## src/hdl/mhpq_pkg.sv

```systemverilog
// Package for the max-heap priority queue core.
// Holds sizes, operation and status codes, and the structs shared by the cell row,
// the output buffer and the top level. No dependencies.
package mhpq_pkg;

  // Number of entries the queue can hold.
  localparam int unsigned CAPACITY = 128;
  // Width of a stored value.
  localparam int unsigned DATA_W   = 32;
  // Width of the entry count, wide enough to hold CAPACITY itself.
  localparam int unsigned CNT_W    = $clog2(CAPACITY + 1);

  // Operation selector carried on the input tuser.
  localparam logic CMD_INSERT = 1'b0;
  localparam logic CMD_REMOVE = 1'b1;

  // Result status carried on the output tuser.
  typedef enum logic [1:0] {
    ST_DONE      = 2'd0,
    ST_OVERFLOW  = 2'd1,
    ST_UNDERFLOW = 2'd2
  } status_e;

  // Control broadcast to every cell of the sorted row.
  typedef struct packed {
    logic                     ins;
    logic                     rem;
    logic signed [DATA_W-1:0] value;
  } cell_ctrl_t;

  // Result data, removed value in the lowest bits.
  typedef struct packed {
    logic signed [DATA_W-1:0] top_value;
    logic        [CNT_W-1:0]  entry_count;
    logic signed [DATA_W-1:0] removed_value;
  } result_t;

  // One complete result item as held in the output buffer.
  typedef struct packed {
    status_e status;
    result_t data;
  } out_item_t;

endpackage

```

## src/hdl/mhpq_out_buf.sv

```systemverilog
// Output register with a skid stage for result items.
// Depends on mhpq_pkg for the result item struct.
module mhpq_out_buf (
  input  logic                 clk_i,
  input  logic                 rst_ni,
  input  logic                 in_valid_i,
  input  mhpq_pkg::out_item_t  in_item_i,
  output logic                 in_ready_o,
  output logic                 out_valid_o,
  output mhpq_pkg::out_item_t  out_item_o,
  input  logic                 out_ready_i
);

  logic                out_valid_q, out_valid_d;
  logic                skid_valid_q, skid_valid_d;
  mhpq_pkg::out_item_t out_item_q, out_item_d;
  mhpq_pkg::out_item_t skid_item_q, skid_item_d;
  logic                push;
  logic                slot_free;

  // The skid stage absorbs one item while the output register is stalled.
  assign in_ready_o = !skid_valid_q;
  assign push       = in_valid_i && in_ready_o;
  assign slot_free  = !out_valid_q || out_ready_i;

  // Move items forward: skid first, then a new item.
  always_comb begin
    out_valid_d  = out_valid_q;
    out_item_d   = out_item_q;
    skid_valid_d = skid_valid_q;
    skid_item_d  = skid_item_q;
    if (slot_free) begin
      if (skid_valid_q) begin
        out_valid_d  = 1'b1;
        out_item_d   = skid_item_q;
        skid_valid_d = 1'b0;
      end else begin
        out_valid_d = push;
        out_item_d  = in_item_i;
      end
    end else if (push) begin
      skid_valid_d = 1'b1;
      skid_item_d  = in_item_i;
    end
  end

  // Valid flags.
  always_ff @(posedge clk_i or negedge rst_ni) begin
    if (!rst_ni) begin
      out_valid_q  <= 1'b0;
      skid_valid_q <= 1'b0;
    end else begin
      out_valid_q  <= out_valid_d;
      skid_valid_q <= skid_valid_d;
    end
  end

  // Payload registers.
  always_ff @(posedge clk_i) begin
    out_item_q  <= out_item_d;
    skid_item_q <= skid_item_d;
  end

  assign out_valid_o = out_valid_q;
  assign out_item_o  = out_item_q;

endmodule

```

## config.mk

```make
export PLATFORM = sky130hd
export DESIGN_NAME = mhpq_out_buf
export DESIGN_NICKNAME = d
export VERILOG_FILES = /design/src/hdl/mhpq_pkg.sv /design/src/hdl/mhpq_out_buf.sv
export SDC_FILE = /design/constraint.sdc
export NUM_CORES = 1
export LEC_CHECK = 0
export BUFFER_PORTS_ARGS = -buffer_cell sky130_fd_sc_hd__buf_2
export CORE_ASPECT_RATIO = 1.2
export CORE_MARGIN = 10
export CORE_UTILIZATION = 56
export CTS_BUF_LIST = sky130_fd_sc_hd__clkbuf_2
export DETAILED_ROUTE_END_ITERATION = 16
export GPL_TIMING_DRIVEN = 0
export PLACE_DENSITY = 0.82
export SYNTH_ARGS = -nofsm -noshare
export SYNTH_HDL_FRONTEND = slang
export SYNTH_SLANG_ARGS = --single-unit
```

## constraint.sdc

```tcl
create_clock -name clk_i -period 25.3 [get_ports clk_i]
set_clock_uncertainty 0.05 [all_clocks]
set_input_delay 7.59 -clock clk_i [delete_from_list [all_inputs] [get_ports clk_i]]
set_output_delay 7.59 -clock clk_i [all_outputs]
set_load 0.01 [all_outputs]
```

==> results of run 1 <==
## state kept, by name (all words and copies together) (netlist names)
name	flops
out_item_o	74
skid_item_q	74
skid_valid_q	1
out_valid_o	1
## synthesized netlist by cell type (all sizes together)
library cell,number
nand2,1
buf,9
edfxtp,148
nor3b,1
nand2b,1
dfrtp,2
inv,1
nor2,2
mux2,74
## power breakdown
| group | total [mW] | internal [mW] | switching [mW] |
|---|---|---|---|
| registers | 0.298 | 0.294 | 0.00422 |
| logic | 0.0563 | 0.0277 | 0.0287 |
| clock network | 0.122 | 0.0454 | 0.0762 |
| total | 0.476 | 0.367 | 0.109 |
## layout make-up
class	instances	share of cell area [%]
Buffer	9	1.12
Inverter	1	0.0552
Clock inverter	11	1.62
Multi-Input combinational cell	79	14.3
Sequential cell	150	66.2
Clock buffer	21	1.55
Timing Repair Buffer	161	12.9
Antenna cell	1	0.0368
Tap cell	123	2.27
## through the flow
stage	cells	hold slack (ns)	area [sq um]	worst slack (ns)
6_report	556	0.517	6790	15.99
4_1_cts	555	0.522	6790	15.87
2_1_floorplan	239	0.473	5530	9.68
5_1_grt	556	0.527	6790	15.79
3_3_place_gp	515	0.478	6450	6.03
3_5_place_dp	523	0.481	6580	15.44
## layer usage
layer	vias up	track usage, %
li1	1318	-
met1	1366	16.4
met2	105	25.6
met3	11	6.51
met4	0	7.36
met5	-	0
## worst max path at each step
| stage | slack, ns | end |
|---|---|---|
| floorplan | 9.68 | skid_item_q[0]$_DFFE_PP_ |
| global placement | 6.03 | skid_item_q[56]$_DFFE_PP_ |
| detailed placement | 15.44 | skid_item_q[34]$_DFFE_PP_ |
| CTS | 15.87 | in_ready_o |
| global route | 15.79 | in_ready_o |
| finish | 15.99 | in_ready_o |
## cell usage in the layout, fill, tap and decap left out
cell type	instances
buf_2	157
nand2b_4	1
mux2_2	47
clkbuf_2	21
clkinv_1	3
inv_1	1
nor2_1	2
clkinv_4	1
buf_16	1
clkinv_2	3
bufinv_16	2
nor3b_2	1
clkinvlp_4	2
buf_8	1
dfrtp_1	2
nand2_1	1
buf_6	11
diode_2	1
edfxtp_1	148
mux2_4	27
## critical path, cell delays in order (launching register included)
cell and delay, ns:
dfrtp_1 0.39, buf_6 0.13, buf_6 0.15, buf_6 0.19, inv_1 0.05, buf_2 0.14
## cells by family after synthesis
group                  after synthesis
DFF                                150
muxes                               74
buffers and inverters               10
and+or+nand+nor                      5
==> results.md, run 1 <==
* Status: completed
* P per Cell Area at 70.0 mW/mm^2
* Min-Delay Path Depth at 1
* Routed vias at 2800
* Hpwl dp at 8080 microns
* CTS Buffer Depth at 2
* Worst Hold Endpoint: out_item_o[26]$_DFFE_PP_
* Crit. End Element: output port
* Filler instances at 628
* Die width at 111 microns
* Ports at 154
* GRT overflow at 0
* RSZ-0062 raised after global routing: false
* Gate Count Post-Synth at 239
* Starting Density at 57.6%
* Die area at 0.0143 sq mm
* Core Area at 0.00961 sq mm
* Total track usage at 15.2%
* First-pass GRT wire length at 16800 microns
* CTS resizes at 0
* Die height at 129 microns
* DR iter-0 viols at 110
* Arrival @ worst endpoint at 1.67 ns
* Met3 wire len at 895 microns
* Drt pass-1 iters at 4
* Hold buffer count at cts at 0
* Vias in the first global route at 3058
* GP Congestion at 0.717
* Largest net degree at the start of global routing at 66
* Reg clk slew, reported paths at 0.17 ns
* Worst reg2reg setup slack at 22.78 ns
* Worst-path fanout max at 10
* # setup viols final at 0
* CTS tree: yes
* Slew headroom at 51.3%
* Worst skew pair latency at 0.65 ns
* # Post-CTS Setup Buffers at 0
* NumNets Final at 497
* Num Clock Sinks at 150
* DRC violations left at 0
* Max-cap viol count at 0
* Number of synthesized register bits at 150
* Syn Std Cell Area at 0.00553 sq mm
* Area added between synthesis and finish at 22.8%
* H-Tree Depth at 4
* RR Endpoint: skid_item_q[34]$_DFFE_PP_
* Multi-input gate area at 972 sq um
* Post-synthesis mux area share at 16.9%
* Complex-gate fraction of the synthesized area at 0%
* Worst slew pin tran at 0.727 ns
* Worst R2R Start: out_valid_o$_DFFE_PN0P_
* Synthesized Nets at 317
* Rows at 39
* Largest cells by area after synthesis: edfxtp_1 (80%), mux2_2 (9.6%), mux2_4 (7.3%), buf_6 (1.0%), dfrtp_1 (0.90%)
* Synthesized-area fraction occupied by xor and xnor cells at 0%
* Largest family of logic cells by synthesized area: multiplexers
* Pleak at 2.68 nW
* Cell accounting for the most synthesized area: edfxtp_1
* CP Class: flip-flop to output port
* Worst Hold Class: flip-flop to flip-flop
* Hold Vio Cnt, Final at 0
* Setup TNS at 0 ns
* Synthesis warning total at 0
* Clk root buf: clkbuf_2
* Slew Viols, Final at 0
* Top Layer Used: met4
* Met2 WL at 5650 microns
* Antenna-violating nets left at 0
* HP Start: skid_item_q[26]$_DFFE_PP_
* Mean number of vias per cell at 5.04
* Final WL at 10900 microns
* CTS Buf Count at 17
* Port bufs at 153
* Sequential fraction of the synthesis area at 81.2%
* Share of the synthesized area in the top cell type at 80.3%
* Syn Area/Cell at 23.2 sq um
* CP startpoint: skid_valid_q$_DFFE_PN0P_
* Drt wl/cell at 19.6 microns
* CP startpoint kind: flip-flop
* WP data required at 17.66 ns
* Fin crit share at 36.8%
* Layout cells sized above 1 at 63.7%
* Minimum clock period at 9.31 ns
* Yosys cell types at 11
* Maximum achievable frequency at 107 MHz
* Met1 WL at 4170 microns
* Sequential Area at 0.00449 sq mm
* Total power draw at 0.476 mW
* Adder-cell area share of the yosys netlist at 0%
* R2R depth at 6
* Fin util at 70.7%
* Post-synthesis simple-gate area fraction at 0.452%
* Initial antenna violation count at 1
* Worst IR drop on VDD at 0.0556 mV
Note: power is estimated with default switching activity, not from simulation.
==> run 2, diff against run 1 <==
CORE_UTILIZATION = 49   (was 56)
PLACE_DENSITY = 0.76   (was 0.82)
clock period = 7.85 ns   (was 25.3 ns; I/O delays follow)
==> run 2 against run 1 <==
Compared with the run above: sequential share of layout area down 0.91 points; cell area up 1.4%; register-to-register slack worse by 17 ns; die area up 12%; sequential power grew to 3.2 times the previous value; largest power group unchanged.
==> results.md, run 2 (synthesis gave the netlist of run 1 again) <==
* Ports at 154
* HP Start: skid_item_q[30]$_DFFE_PP_
* Hold buffer count at cts at 0
* CP startpoint kind: flip-flop
* Pleak at 2.71 nW
* Worst IR drop on VDD at 0.115 mV
* CTS Buf Count at 17
* Fin area at 0.00689 sq mm
* Worst reg2reg setup slack at 5.46 ns
* First-pass GRT wire length at 16000 microns
* Status: completed
* # Post-CTS Setup Buffers at 0
* Worst-path fanout max at 10
* Initial antenna violation count at 0
* GP Congestion at 0.705
* RSZ-0062 raised after global routing: false
* # setup viols final at 0
* NumNets Final at 494
* Clk root buf: clkbuf_2
* RR Endpoint: skid_item_q[18]$_DFFE_PP_
* Mean number of vias per cell at 4.92
* P per Cell Area at 235 mW/mm^2
* Vias in the first global route at 2948
* Routed vias at 2767
* Die height at 136 microns
* Worst skew pair latency at 0.65 ns
* Worst Hold Endpoint: out_item_o[30]$_DFFE_PP_
* Drt pass-1 iters at 4
* Die width at 117 microns
* CTS tree: yes
* Maximum achievable frequency at 246 MHz
* Final Non-Filler Cells at 562
* Largest net degree at the start of global routing at 53
* Die area at 0.0160 sq mm
* Commonest non-fill, non-tap cells in the layout: buf_2 (157), edfxtp_1 (148), mux2_2 (47)
* R2R depth at 5
* Min-Delay Path Depth at 1
* Crit. End Element: output port
* Hold Vio Cnt, Final at 0
* Reg clk slew, reported paths at 0.22 ns
* Slew headroom at 53.7%
* Cells after DPL at 529
* Worst Hold Class: flip-flop to flip-flop
* Worst R2R Start: out_valid_o$_DFFE_PN0P_
* Area added between synthesis and finish at 24.5%
* CP Class: flip-flop to output port
* Arrival @ worst endpoint at 1.67 ns
* Port bufs at 153
* Antenna-violating nets left at 0
* Core Area at 0.0110 sq mm
* Final WL at 10500 microns
* H-Tree Depth at 4
* WP data required at 5.45 ns
* Fin crit share at 51.9%
* Total track usage at 13.2%
* Most common cell after layout, fill and taps aside: buf_2
* Cell Area, Placed at 0.00661 sq mm
* Drt wl/cell at 18.6 microns
* Max-cap viol count at 0
* GRT overflow at 0
* Hpwl dp at 7560 microns
* Filler instances at 846
* Worst slew pin tran at 0.694 ns
* DR iter-0 viols at 101
* CP startpoint: skid_valid_q$_DFFE_PN0P_
* Slew Viols, Final at 0
* Rows at 42
* Layout cells sized above 1 at 63.9%
* CTS Buffer Depth at 2
* Total power draw at 1.62 mW
* Starting Density at 50.1%
* DRC violations left at 0
* Num Clock Sinks at 150
* CTS resizes at 0
* Minimum clock period at 4.07 ns
==> run 2: cell types whose count changed in the layout (fill, tap and decap cells not counted), moves of 2 or more <==
cell       change
buf_16         +3
clkinv_2       -2
clkinv_1       -2
buf_6          -6
bufinv_16      +2
==> run 2: worst max path at each step <==
stage	endpoint	slack, ns	cells past startpoint
6_report	in_ready_o	3.78	5
5_1_grt	in_ready_o	3.60	5
4_1_cts	in_ready_o	3.65	5
3_5_place_dp	skid_item_q[52]$_DFFE_PP_	3.28	6
3_3_place_gp	skid_item_q[52]$_DFFE_PP_	-1.26	3
2_1_floorplan	skid_item_q[0]$_DFFE_PP_	0.90	2
==> run 2: layout make-up <==
type	count	area, sq um	area share (%)
repair buffers	158	891	12.9
plain buffers	9	76.3	1.11
diodes	1	2.50	0.0363
clock inverters	12	178	2.58
multi-input cells	79	978	14.2
clock buffers	20	100	1.45
well taps	132	165	2.40
inverters	1	3.75	0.0545
flip-flops and latches	150	4490	65.2
==> run 2: report_power, final <==
group	leakage (nW)	internal, mW	total (mW)	switching (mW)
Sequential	1.44	0.947	0.959	0.0126
Combinational	1.10	0.0907	0.182	0.0914
Clock	0.158	0.213	0.476	0.263
==> run 2: layer usage <==
metal  share of wire [%]  GRT usage (%)  up-vias
met5                   0              0        -
met4                 1.4           5.30        0
met3                 9.4           6.35       11
met2                  50           21.3      104
met1                  39           14.7     1335
li1                    -              -     1317
==> run 2: worst max-delay path: stages (launching register included) <==
cell     delay [ns]
dfrtp_1        0.38
buf_6          0.11
buf_6          0.16
buf_6          0.19
inv_1          0.05
buf_2          0.13
==> run 2: stage by stage <==
stage	setup slack [ns]	TNS (ns)	hold WS, ns	utilization, %
after floorplan	0.900	0	0.473	-
after global placement	-1.26	-92.92	0.478	58.7
after detailed placement	3.28	0	0.483	59.9
after CTS	3.65	0	0.509	62.4
after global routing	3.60	0	0.529	62.4
final	3.78	0	0.513	62.4
