--- src/hdl/mhpq_pkg.sv ---
// Package for the max-heap priority queue core.
// Holds sizes, operation and status codes, and the structs shared by the cell row,
// the output buffer and the top level. No dependencies.
package mhpq_pkg;

  // Number of entries the queue can hold.
  localparam int unsigned CAPACITY = 128;
  // Width of a stored value.
  localparam int unsigned DATA_W   = 32;
  // Width of the entry count, wide enough to hold CAPACITY itself.
  localparam int unsigned CNT_W    = $clog2(CAPACITY + 1);

  // Operation selector carried on the input tuser.
  localparam logic CMD_INSERT = 1'b0;
  localparam logic CMD_REMOVE = 1'b1;

  // Result status carried on the output tuser.
  typedef enum logic [1:0] {
    ST_DONE      = 2'd0,
    ST_OVERFLOW  = 2'd1,
    ST_UNDERFLOW = 2'd2
  } status_e;

  // Control broadcast to every cell of the sorted row.
  typedef struct packed {
    logic                     ins;
    logic                     rem;
    logic signed [DATA_W-1:0] value;
  } cell_ctrl_t;

  // Result data, removed value in the lowest bits.
  typedef struct packed {
    logic signed [DATA_W-1:0] top_value;
    logic        [CNT_W-1:0]  entry_count;
    logic signed [DATA_W-1:0] removed_value;
  } result_t;

  // One complete result item as held in the output buffer.
  typedef struct packed {
    status_e status;
    result_t data;
  } out_item_t;

endpackage

--- src/hdl/mhpq_cell.sv ---
// One cell of the sorted row: holds a single value and its valid flag.
// Depends on mhpq_pkg for the control struct and data width.
module mhpq_cell (
  input  logic                              clk_i,
  input  logic                              rst_ni,
  input  mhpq_pkg::cell_ctrl_t              ctrl_i,
  input  logic                              prev_ge_i,
  input  logic                              prev_valid_i,
  input  logic signed [mhpq_pkg::DATA_W-1:0] prev_val_i,
  input  logic                              next_valid_i,
  input  logic signed [mhpq_pkg::DATA_W-1:0] next_val_i,
  output logic                              ge_o,
  output logic                              valid_o,
  output logic signed [mhpq_pkg::DATA_W-1:0] val_o
);

  logic                              valid_q, valid_d;
  logic signed [mhpq_pkg::DATA_W-1:0] val_q, val_d;

  // This cell keeps its place on an insert when it holds a value at least as large.
  assign ge_o = valid_q && ($signed(val_q) >= $signed(ctrl_i.value));

  // Insert shifts the tail right by one and drops the new value into the gap;
  // remove shifts the whole row left by one.
  always_comb begin
    valid_d = valid_q;
    val_d   = val_q;
    if (ctrl_i.ins && !ge_o) begin
      if (prev_ge_i) begin
        valid_d = 1'b1;
        val_d   = ctrl_i.value;
      end else begin
        valid_d = prev_valid_i;
        val_d   = prev_val_i;
      end
    end else if (ctrl_i.rem) begin
      valid_d = next_valid_i;
      val_d   = next_val_i;
    end
  end

  // Occupancy flag.
  always_ff @(posedge clk_i or negedge rst_ni) begin
    if (!rst_ni) begin
      valid_q <= 1'b0;
    end else begin
      valid_q <= valid_d;
    end
  end

  // Stored value.
  always_ff @(posedge clk_i) begin
    val_q <= val_d;
  end

  assign valid_o = valid_q;
  assign val_o   = val_q;

endmodule

--- config.mk ---
export PLATFORM = sky130hd
export DESIGN_NAME = mhpq_cell
export DESIGN_NICKNAME = d
export VERILOG_FILES = /design/src/hdl/mhpq_pkg.sv /design/src/hdl/mhpq_cell.sv
export SDC_FILE = /design/constraint.sdc
export NUM_CORES = 1
export LEC_CHECK = 0
export BUFFER_PORTS_ARGS = -buffer_cell sky130_fd_sc_hd__buf_4
export CORE_ASPECT_RATIO = 0.7
export CORE_MARGIN = 3
export CORE_UTILIZATION = 47
export CTS_CLUSTER_SIZE = 14
export DETAILED_ROUTE_END_ITERATION = 8
export PLACE_DENSITY = 0.81
export SYNTH_ARGS = -nofsm -noshare
export SYNTH_HDL_FRONTEND = slang
export SYNTH_SLANG_ARGS = --single-unit
--- constraint.sdc ---
create_clock -name clk_i -period 4.37 [get_ports clk_i]
set_input_delay 0 -clock clk_i [delete_from_list [all_inputs] [get_ports clk_i]]
set_output_delay 0 -clock clk_i [all_outputs]
set_load 0.01 [all_outputs]
==> results.toml, run 1 <==
[run_status]
status = "complete, no violations"

[clock_tree]
cts_tree = "built"
cts_hold_repair.buffers = 2
worst_skew_pair.late_latency_ns = 0.28
cts.sinks = 33
clk_transition_reported_paths_ns = 0.07
postCtsSetupRepairBufs = 0
post_cts_resize_count = 0
clockRootBuffer = "sky130_fd_sc_hd__clkbuf_8"
cts.htree.levels = 2
cts_buf_count = 5
clock_tree.buffer_depth = 2

[yosys]
simple_gate_portion_of_the_synthesized_area = 0.07337
number_of_different_library_cells_in_the_post_synthesis_netlist = 32
post_synth_instance_area_um2 = 2814
post-synth-top-area-fraction = 0.3415
synth_seq_cells = 33
avgSynthCellArea_um2 = 11.92
portion_of_netlist_area_occupied_by_mux_cells = 0.3006
main_combinational_cell_family_by_area_after_synthesis = "multiplexers"
synth-seq-area-share = 0.3504
yosys-top-cells-area = "sky130_fd_sc_hd__edfxtp_1 (34%), sky130_fd_sc_hd__mux2_4 (15%), sky130_fd_sc_hd__mux2_2 (14%), sky130_fd_sc_hd__ha_1 (14%), sky130_fd_sc_hd__inv_1 (4.8%)"
synth_warnings = 0
synth_top_area_cell = "sky130_fd_sc_hd__edfxtp_1"
synth_compound_area_frac = 0.06492
synthesis.nets = 371
post_synth_xor_area_fraction = 0.003112
post_synth_fa_ha_maj_area_fraction = 0.1423
netlist_instances = 236

[timing]
max_slew.worst_pin.slew_ns = 0.8344
timing.setup.tns_ns = 0
min_period_ns = 3.376
whs_ns = 0.01584
hold_viol = 0
unrepaired_setup_endpoints_after_global_routing = "no"
fmax_mhz = 296.2
clock-skew-final_ns = 0.006311
relSlewSlack = 0.4438
final.period_utilization = 0.7726
finalSetupViolCount = 0
slew_violations = 0
timing.final.ws_setup_ns = 0.9937

[setup_path]
critical_path.endpoint_type = "flop"
cp.arrival_ns = 3.28
timing_worst_setup_path_type = "flop to flop"
rr_worst_depth = 9
cp-start-kind = "flop"
cp_data_required_time_ns = 4.27
timing.critical_path.fanout_max = 32

[die]
die_width_um = 98.48
core_um2 = 5505
row_count = 22
io_pins = 137
die_h_um = 70.74
initial_standard_cell_utilization_of_the_core = 0.5111
design.die.area_um2 = 6966

[cells_and_area]
multi_input_area_um2 = 1647
area_added_between_synthesis_and_finish_pct = 42.29
layout-drive-gt1-share = 0.5676
final-instance-count-excl-fill = 449
finalNetCount = 511
layout.area.seq_um2 = 985.9
num_antenna_cells = 0
nFillCells = 425
fin_area_um2 = 4004

[drt]
drt_first_pass_iters = 4
detailedRoute.firstIterationViolations = 71
detailroute.via_count = 2308
routed_wire_length_per_instance_um = 16.22
antenna_violating_nets_post_route = 0
drcViolationCount = 0
via_density_per_instance = 5.140
route.final.wire_length_um = 7283

[global_routing]
grt.overflow.total = 0
grt_pass1_wl_um = 11770
grt.busiest_layer = "met2"
via_count_of_the_first_global_routing_pass = 2470
grtUsageMet2 = 0.3625
groute.usage.overall = 0.2107
grt_max_degree = 34
globalRouteMet3Util = 0.05813
global_route.usage.met1 = 0.2603
grt_antenna_before_repair = 0

[placement]
area_after_dpl_um2 = 3894
dp_hpwl_um = 5996
count_of_buffers_from_port_buffering = 136
place_ws_ns = 0.9568
gp_congestion = 0.7834
post-place-cells = 439

[power_and_ir_drop]
ir_drop_mv = 0.3547
total_power_divided_by_cell_area_nw_per_um2 = 467.7
leakage_power_summed_over_all_cells_nw = 2.003

[worst_hold_path]
worst_hold_path_type = "primary input to flop"
timing.hold.worst_path_depth = 2

[flow_run]
max-cap-violations = 0
[final timing paths]
path | startpoint | to | slack, ns
setup / recovery | val_o[7] | val_o[10] | 0.99
hold / removal | next_val_i[21] | val_o[21] | 0.02
setup reg to reg | val_o[7] | val_o[10] | 0.99
hold reg to reg | valid_o | valid_o | 0.65
max in group asynchronous | rst_ni | valid_o | 4.26
min in group asynchronous | rst_ni | valid_o | 0.03
[cell type report]
class	instances	area share
multi-input cells	160	0.4113
repair buffers	140	0.2637
flip-flops and latches	33	0.2463
inverters	36	0.03375
clock buffers	8	0.02250
well taps	72	0.02250
[layer usage]
metal / up-vias / share of wire
met5: - / 0
met4: 0 / 0.017
met3: 12 / 0.084
met2: 89 / 0.48
met1: 1060 / 0.42
li1: 1147 / -
[where the power goes]
| part | switching [W] | internal [W] | leakage (nW) |
|---|---|---|---|
| logic | 0.000490 | 0.000553 | 1.62 |
| registers | 0.0000720 | 0.000520 | 0.334 |
| clock network | 0.000108 | 0.000128 | 0.0455 |
| total | 0.000671 | 0.00120 | 2.00 |
[sequential cells by signal, indices dropped and copies added, names as in the netlist]
signal   cells
valid_o      1
val_o       32
[worst max-delay path, stage by stage (launching register included)]
cell and delay, ns:
sky130_fd_sc_hd__edfxtp_1 0.41, sky130_fd_sc_hd__ha_1 0.34, sky130_fd_sc_hd__a21oi_1 0.17, sky130_fd_sc_hd__o21ai_0 0.15, sky130_fd_sc_hd__a221oi_1 0.40, sky130_fd_sc_hd__nor3b_2 0.10
sky130_fd_sc_hd__a2111oi_2 0.46, sky130_fd_sc_hd__a221oi_4 0.06, sky130_fd_sc_hd__buf_4 0.26, sky130_fd_sc_hd__nand2b_2 0.63
[cell families after synthesis]
group | after synthesis
xor+xnor | 1
fa+ha+maj | 32
compound gates | 28
mux | 66
simple gates | 33
flops | 33
buf+inv | 43
[placed cells by master (no fill, tap or decap), drive strengths merged]
| master | netlist | final |
|---|---|---|
| nor2 | 2 | 2 |
| a211oi | 1 | 1 |
| buf | 3 | 138 |
| a21oi | 17 | 17 |
| o21a | 1 | 1 |
| ha | 32 | 32 |
| nor4 | 2 | 2 |
| and2b | 1 | 1 |
| nand3 | 5 | 5 |
| a221oi | 2 | 2 |
| dfrtp | 1 | 1 |
| inv | 36 | 36 |
| o211ai | 1 | 1 |
| nand3b | 1 | 1 |
| nand4 | 7 | 7 |
| edfxtp | 32 | 32 |
| or3 | 1 | 1 |
| dlygate4sd3 | 0 | 2 |
| clkbuf | 4 | 8 |
| a2111oi | 1 | 1 |
| nor3b | 1 | 1 |
| xnor2 | 1 | 1 |
| mux2 | 64 | 64 |
| nand2b | 1 | 1 |
| o21ai | 5 | 5 |
| nand2 | 10 | 10 |
| mux2i | 2 | 2 |
| nor3 | 2 | 2 |
[cells in the mapped netlist, drive strengths merged]
cell type  instances
nand3              5
a221oi             2
nand3b             1
nand2             10
a21oi             17
o211ai             1
nor4               2
mux2              64
a2111oi            1
o21ai              5
inv               36
nor2               2
xnor2              1
buf                3
or3                1
o21a               1
clkbuf             4
nand2b             1
and2b              1
ha                32
nor3               2
mux2i              2
dfrtp              1
a211oi             1
nor3b              1
nand4              7
edfxtp            32
[stage by stage]
step / total power (W) / utilization
after floorplan: 0.001250 / -
after global placement: 0.001607 / 0.7073
after detailed placement: 0.001647 / 0.7073
after CTS: 0.001890 / 0.7273
after global routing: 0.002007 / 0.7273
final: 0.001873 / 0.7273
No activity file was read; power rests on OpenSTA's default activity.
==> run 2: changes to the inputs <==
--- a/config.mk
+++ b/config.mk
@@ -8,10 +8,10 @@
 export BUFFER_PORTS_ARGS = -buffer_cell sky130_fd_sc_hd__buf_4
 export CORE_ASPECT_RATIO = 0.7
 export CORE_MARGIN = 3
-export CORE_UTILIZATION = 47
+export CORE_UTILIZATION = 43
 export CTS_CLUSTER_SIZE = 14
 export DETAILED_ROUTE_END_ITERATION = 8
-export PLACE_DENSITY = 0.81
+export PLACE_DENSITY = 0.78
 export SYNTH_ARGS = -nofsm -noshare
 export SYNTH_HDL_FRONTEND = slang
 export SYNTH_SLANG_ARGS = --single-unit
==> constraint.sdc (replaced) <==
create_clock -name clk_i -period 2.9 [get_ports clk_i]
set_input_delay 0 -clock clk_i [delete_from_list [all_inputs] [get_ports clk_i]]
set_output_delay 0 -clock clk_i [all_outputs]
set_load 0.01 [all_outputs]
==> run 2 against run 1 <==
Sequential share of layout area is 1.8 points lower. Non-clock buffer count is 20 higher. Clock skew is 0.00065 ns higher. Setup slack worse by 0.88 ns. Register-to-register slack worse by 0.88 ns. Combinational power is 76% higher. Sequential power is 54% higher. Largest cell class unchanged. Highest routed layer unchanged. Core utilization is 1.0 points lower.
==> results.toml, run 2 (same netlist as run 1, synthesis figures left out) <==
[run_status]
status = "complete, no violations"

[cells_and_area]
layout-drive-gt1-share = 0.6020
finalNetCount = 531
fin_area_um2 = 4314
num_antenna_cells = 0
area_added_between_synthesis_and_finish_pct = 53.31
nFillCells = 411
largest_reg_flops = 32
layout_commonest_cell = "sky130_fd_sc_hd__buf_4"
final-instance-count-excl-fill = 472
multi_input_area_um2 = 1748
layout_common_cells = "sky130_fd_sc_hd__buf_4 (147), sky130_fd_sc_hd__inv_1 (36), sky130_fd_sc_hd__mux2_2 (36)"
layout.area.seq_um2 = 985.9

[setup_path]
r2r_start = "val_o[5]"
cp-start-kind = "flop"
worst_path_largest_cell_delay_ns = 0.42
critical-path-slowest-cell = "sky130_fd_sc_hd__edfxtp_1"
origin_of_the_worst_setup_path = "val_o[5]"
timing_worst_setup_path_type = "flop to flop"
timing.critical_path.fanout_max = 12
cell_chain_of_the_critical_path = "ha_1 -> a21oi_1 -> o21ai_0 -> a221oi_2 -> nor3b_4 -> a2111oi_4 -> a221oi_4 -> buf_6 -> buf_12 -> mux2_4"
cp_data_required_time_ns = 2.94
cp.arrival_ns = 2.82
critical_path.endpoint_type = "flop"

[global_routing]
grt_pass1_wl_um = 11790
via_count_of_the_first_global_routing_pass = 2451
grt.overflow.total = 0
grt_max_degree = 34
groute.usage.overall = 0.2043
grt_antenna_before_repair = 0

[die]
row_count = 23
initial_standard_cell_utilization_of_the_core = 0.4679
die_h_um = 73.68
io_pins = 137
die_width_um = 102.7
design.die.area_um2 = 7566
core_um2 = 6015

[timing]
hold_viol = 0
relSlewSlack = 0.7004
slew_violations = 0
clock-skew-final_ns = 0.006956
whs_ns = 0.004409
fmax_mhz = 359.5
finalSetupViolCount = 0
timing.setup.tns_ns = 0
final.period_utilization = 0.9592
max_slew.worst_pin.slew_ns = 0.4495
min_period_ns = 2.782

[drt]
via_density_per_instance = 5.061
antenna_violating_nets_post_route = 0
detailedRoute.firstIterationViolations = 101
route.final.wire_length_um = 8031
drcViolationCount = 0
routed_wire_length_per_instance_um = 17.01
drt_first_pass_iters = 4
detailroute.via_count = 2389

[power_and_ir_drop]
intPower_w = 0.001968
total_power_divided_by_cell_area_nw_per_um2 = 714.0
power.share.switching = 0.3611
leakage_power_summed_over_all_cells_nw = 2.140
totalPowerFinal_w = 0.003080
p_clk_frac = 0.111
netSwitchingPower_w = 0.001112
power_frac_comb = 0.593
seq_power_share = 0.296
ir_drop_mv = 0.3811

[worst_hold_path]
timing.hold.worst.start = "next_val_i[24]"
worst_hold_path_type = "primary input to flop"

[clock_tree]
clockRootBuffer = "sky130_fd_sc_hd__clkbuf_8"
clock_tree.buffer_depth = 2
cts.htree.levels = 2
cts.sinks = 33
cts_buf_count = 5
cts_tree = "built"
worst_skew_pair.late_latency_ns = 0.29
clk_transition_reported_paths_ns = 0.07

[placement]
gp_congestion = 0.7507
post-place-cells = 450
area_after_dpl_um2 = 3988
count_of_buffers_from_port_buffering = 136
dp_hpwl_um = 6363

[flow_run]
max-cap-violations = 0
-- run 2: cell types whose count changed in the layout (fill, tap and decap cells not counted), sizes merged --
cell | before | now
buf | 138 | 154
dlygate4sd3 | 2 | 6
clkbuf | 8 | 6
clkinv | 0 | 2
-- run 2: final timing paths --
path | end | slack (ns) | depth (start not counted)
max | val_o[14] | 0.12 | 10
min | val_o[24] | 0.004 | 2
max reg2reg | val_o[14] | 0.12 | 10
min reg2reg | valid_o | 0.69 | 2
max in group asynchronous | valid_o | 2.80 | 2
min in group asynchronous | valid_o | 0.02 | 2
-- run 2: cell type report --
| cell class | instances | area share |
|---|---|---|
| Multi-Input combinational cell | 160 | 0.4052 |
| Timing Repair Buffer | 160 | 0.2941 |
| Sequential cell | 33 | 0.2285 |
| Inverter | 36 | 0.03132 |
| Tap cell | 75 | 0.02175 |
| Clock buffer | 6 | 0.01682 |
| Clock inverter | 2 | 0.002320 |
-- run 2: power groups by stage --
| stage | clock network (W) | logic (W) | registers [W] |
|---|---|---|---|
| final | 0.000341 | 0.00183 | 0.000911 |
| after floorplan | 0 | 0.000917 | 0.000970 |
| after detailed placement | 0 | 0.00166 | 0.000911 |
| after global placement | 0 | 0.00162 | 0.000891 |
| after global routing | 0.000366 | 0.00198 | 0.000932 |
| after CTS | 0.000348 | 0.00168 | 0.000902 |
-- run 2: timing repair --
| item | CTS | global route |
|---|---|---|
| hold buffers | 6 | 0 |
| gates resized for setup | 0 | 19 |
| endpoints found under the setup margin | 0 | 59 |
| buffers inserted | 0 | 7 |
| endpoints found under the hold margin | 6 | 0 |
-- run 2: worst max-delay path, delay by kind of cell, from the launching register on --
family	cells	cell delay, ns
buffers and inverters	2	0.30
muxes	1	0.30
and+or+nand+nor	1	0.10
AOI/OAI and AO/OA	5	1.07
DFF	1	0.42
adders and majority gates	1	0.32
-- run 2: per-layer routing --
layer  up-vias  track usage  share of wire
met2        90       0.3584           0.50
met1      1102       0.2510           0.42
met5         -            0              0
li1       1185            -              -
met4         0      0.05822          0.013
met3        12      0.04744          0.065
-- run 2: per-stage QoR --
stage	util	worst slack [ns]
floorplan	-	0.1002
finish	0.7173	0.1184
global route	0.7173	-0.009157
detailed placement	0.6630	0.03374
CTS	0.6867	0.02586
global placement	0.6630	0.1562
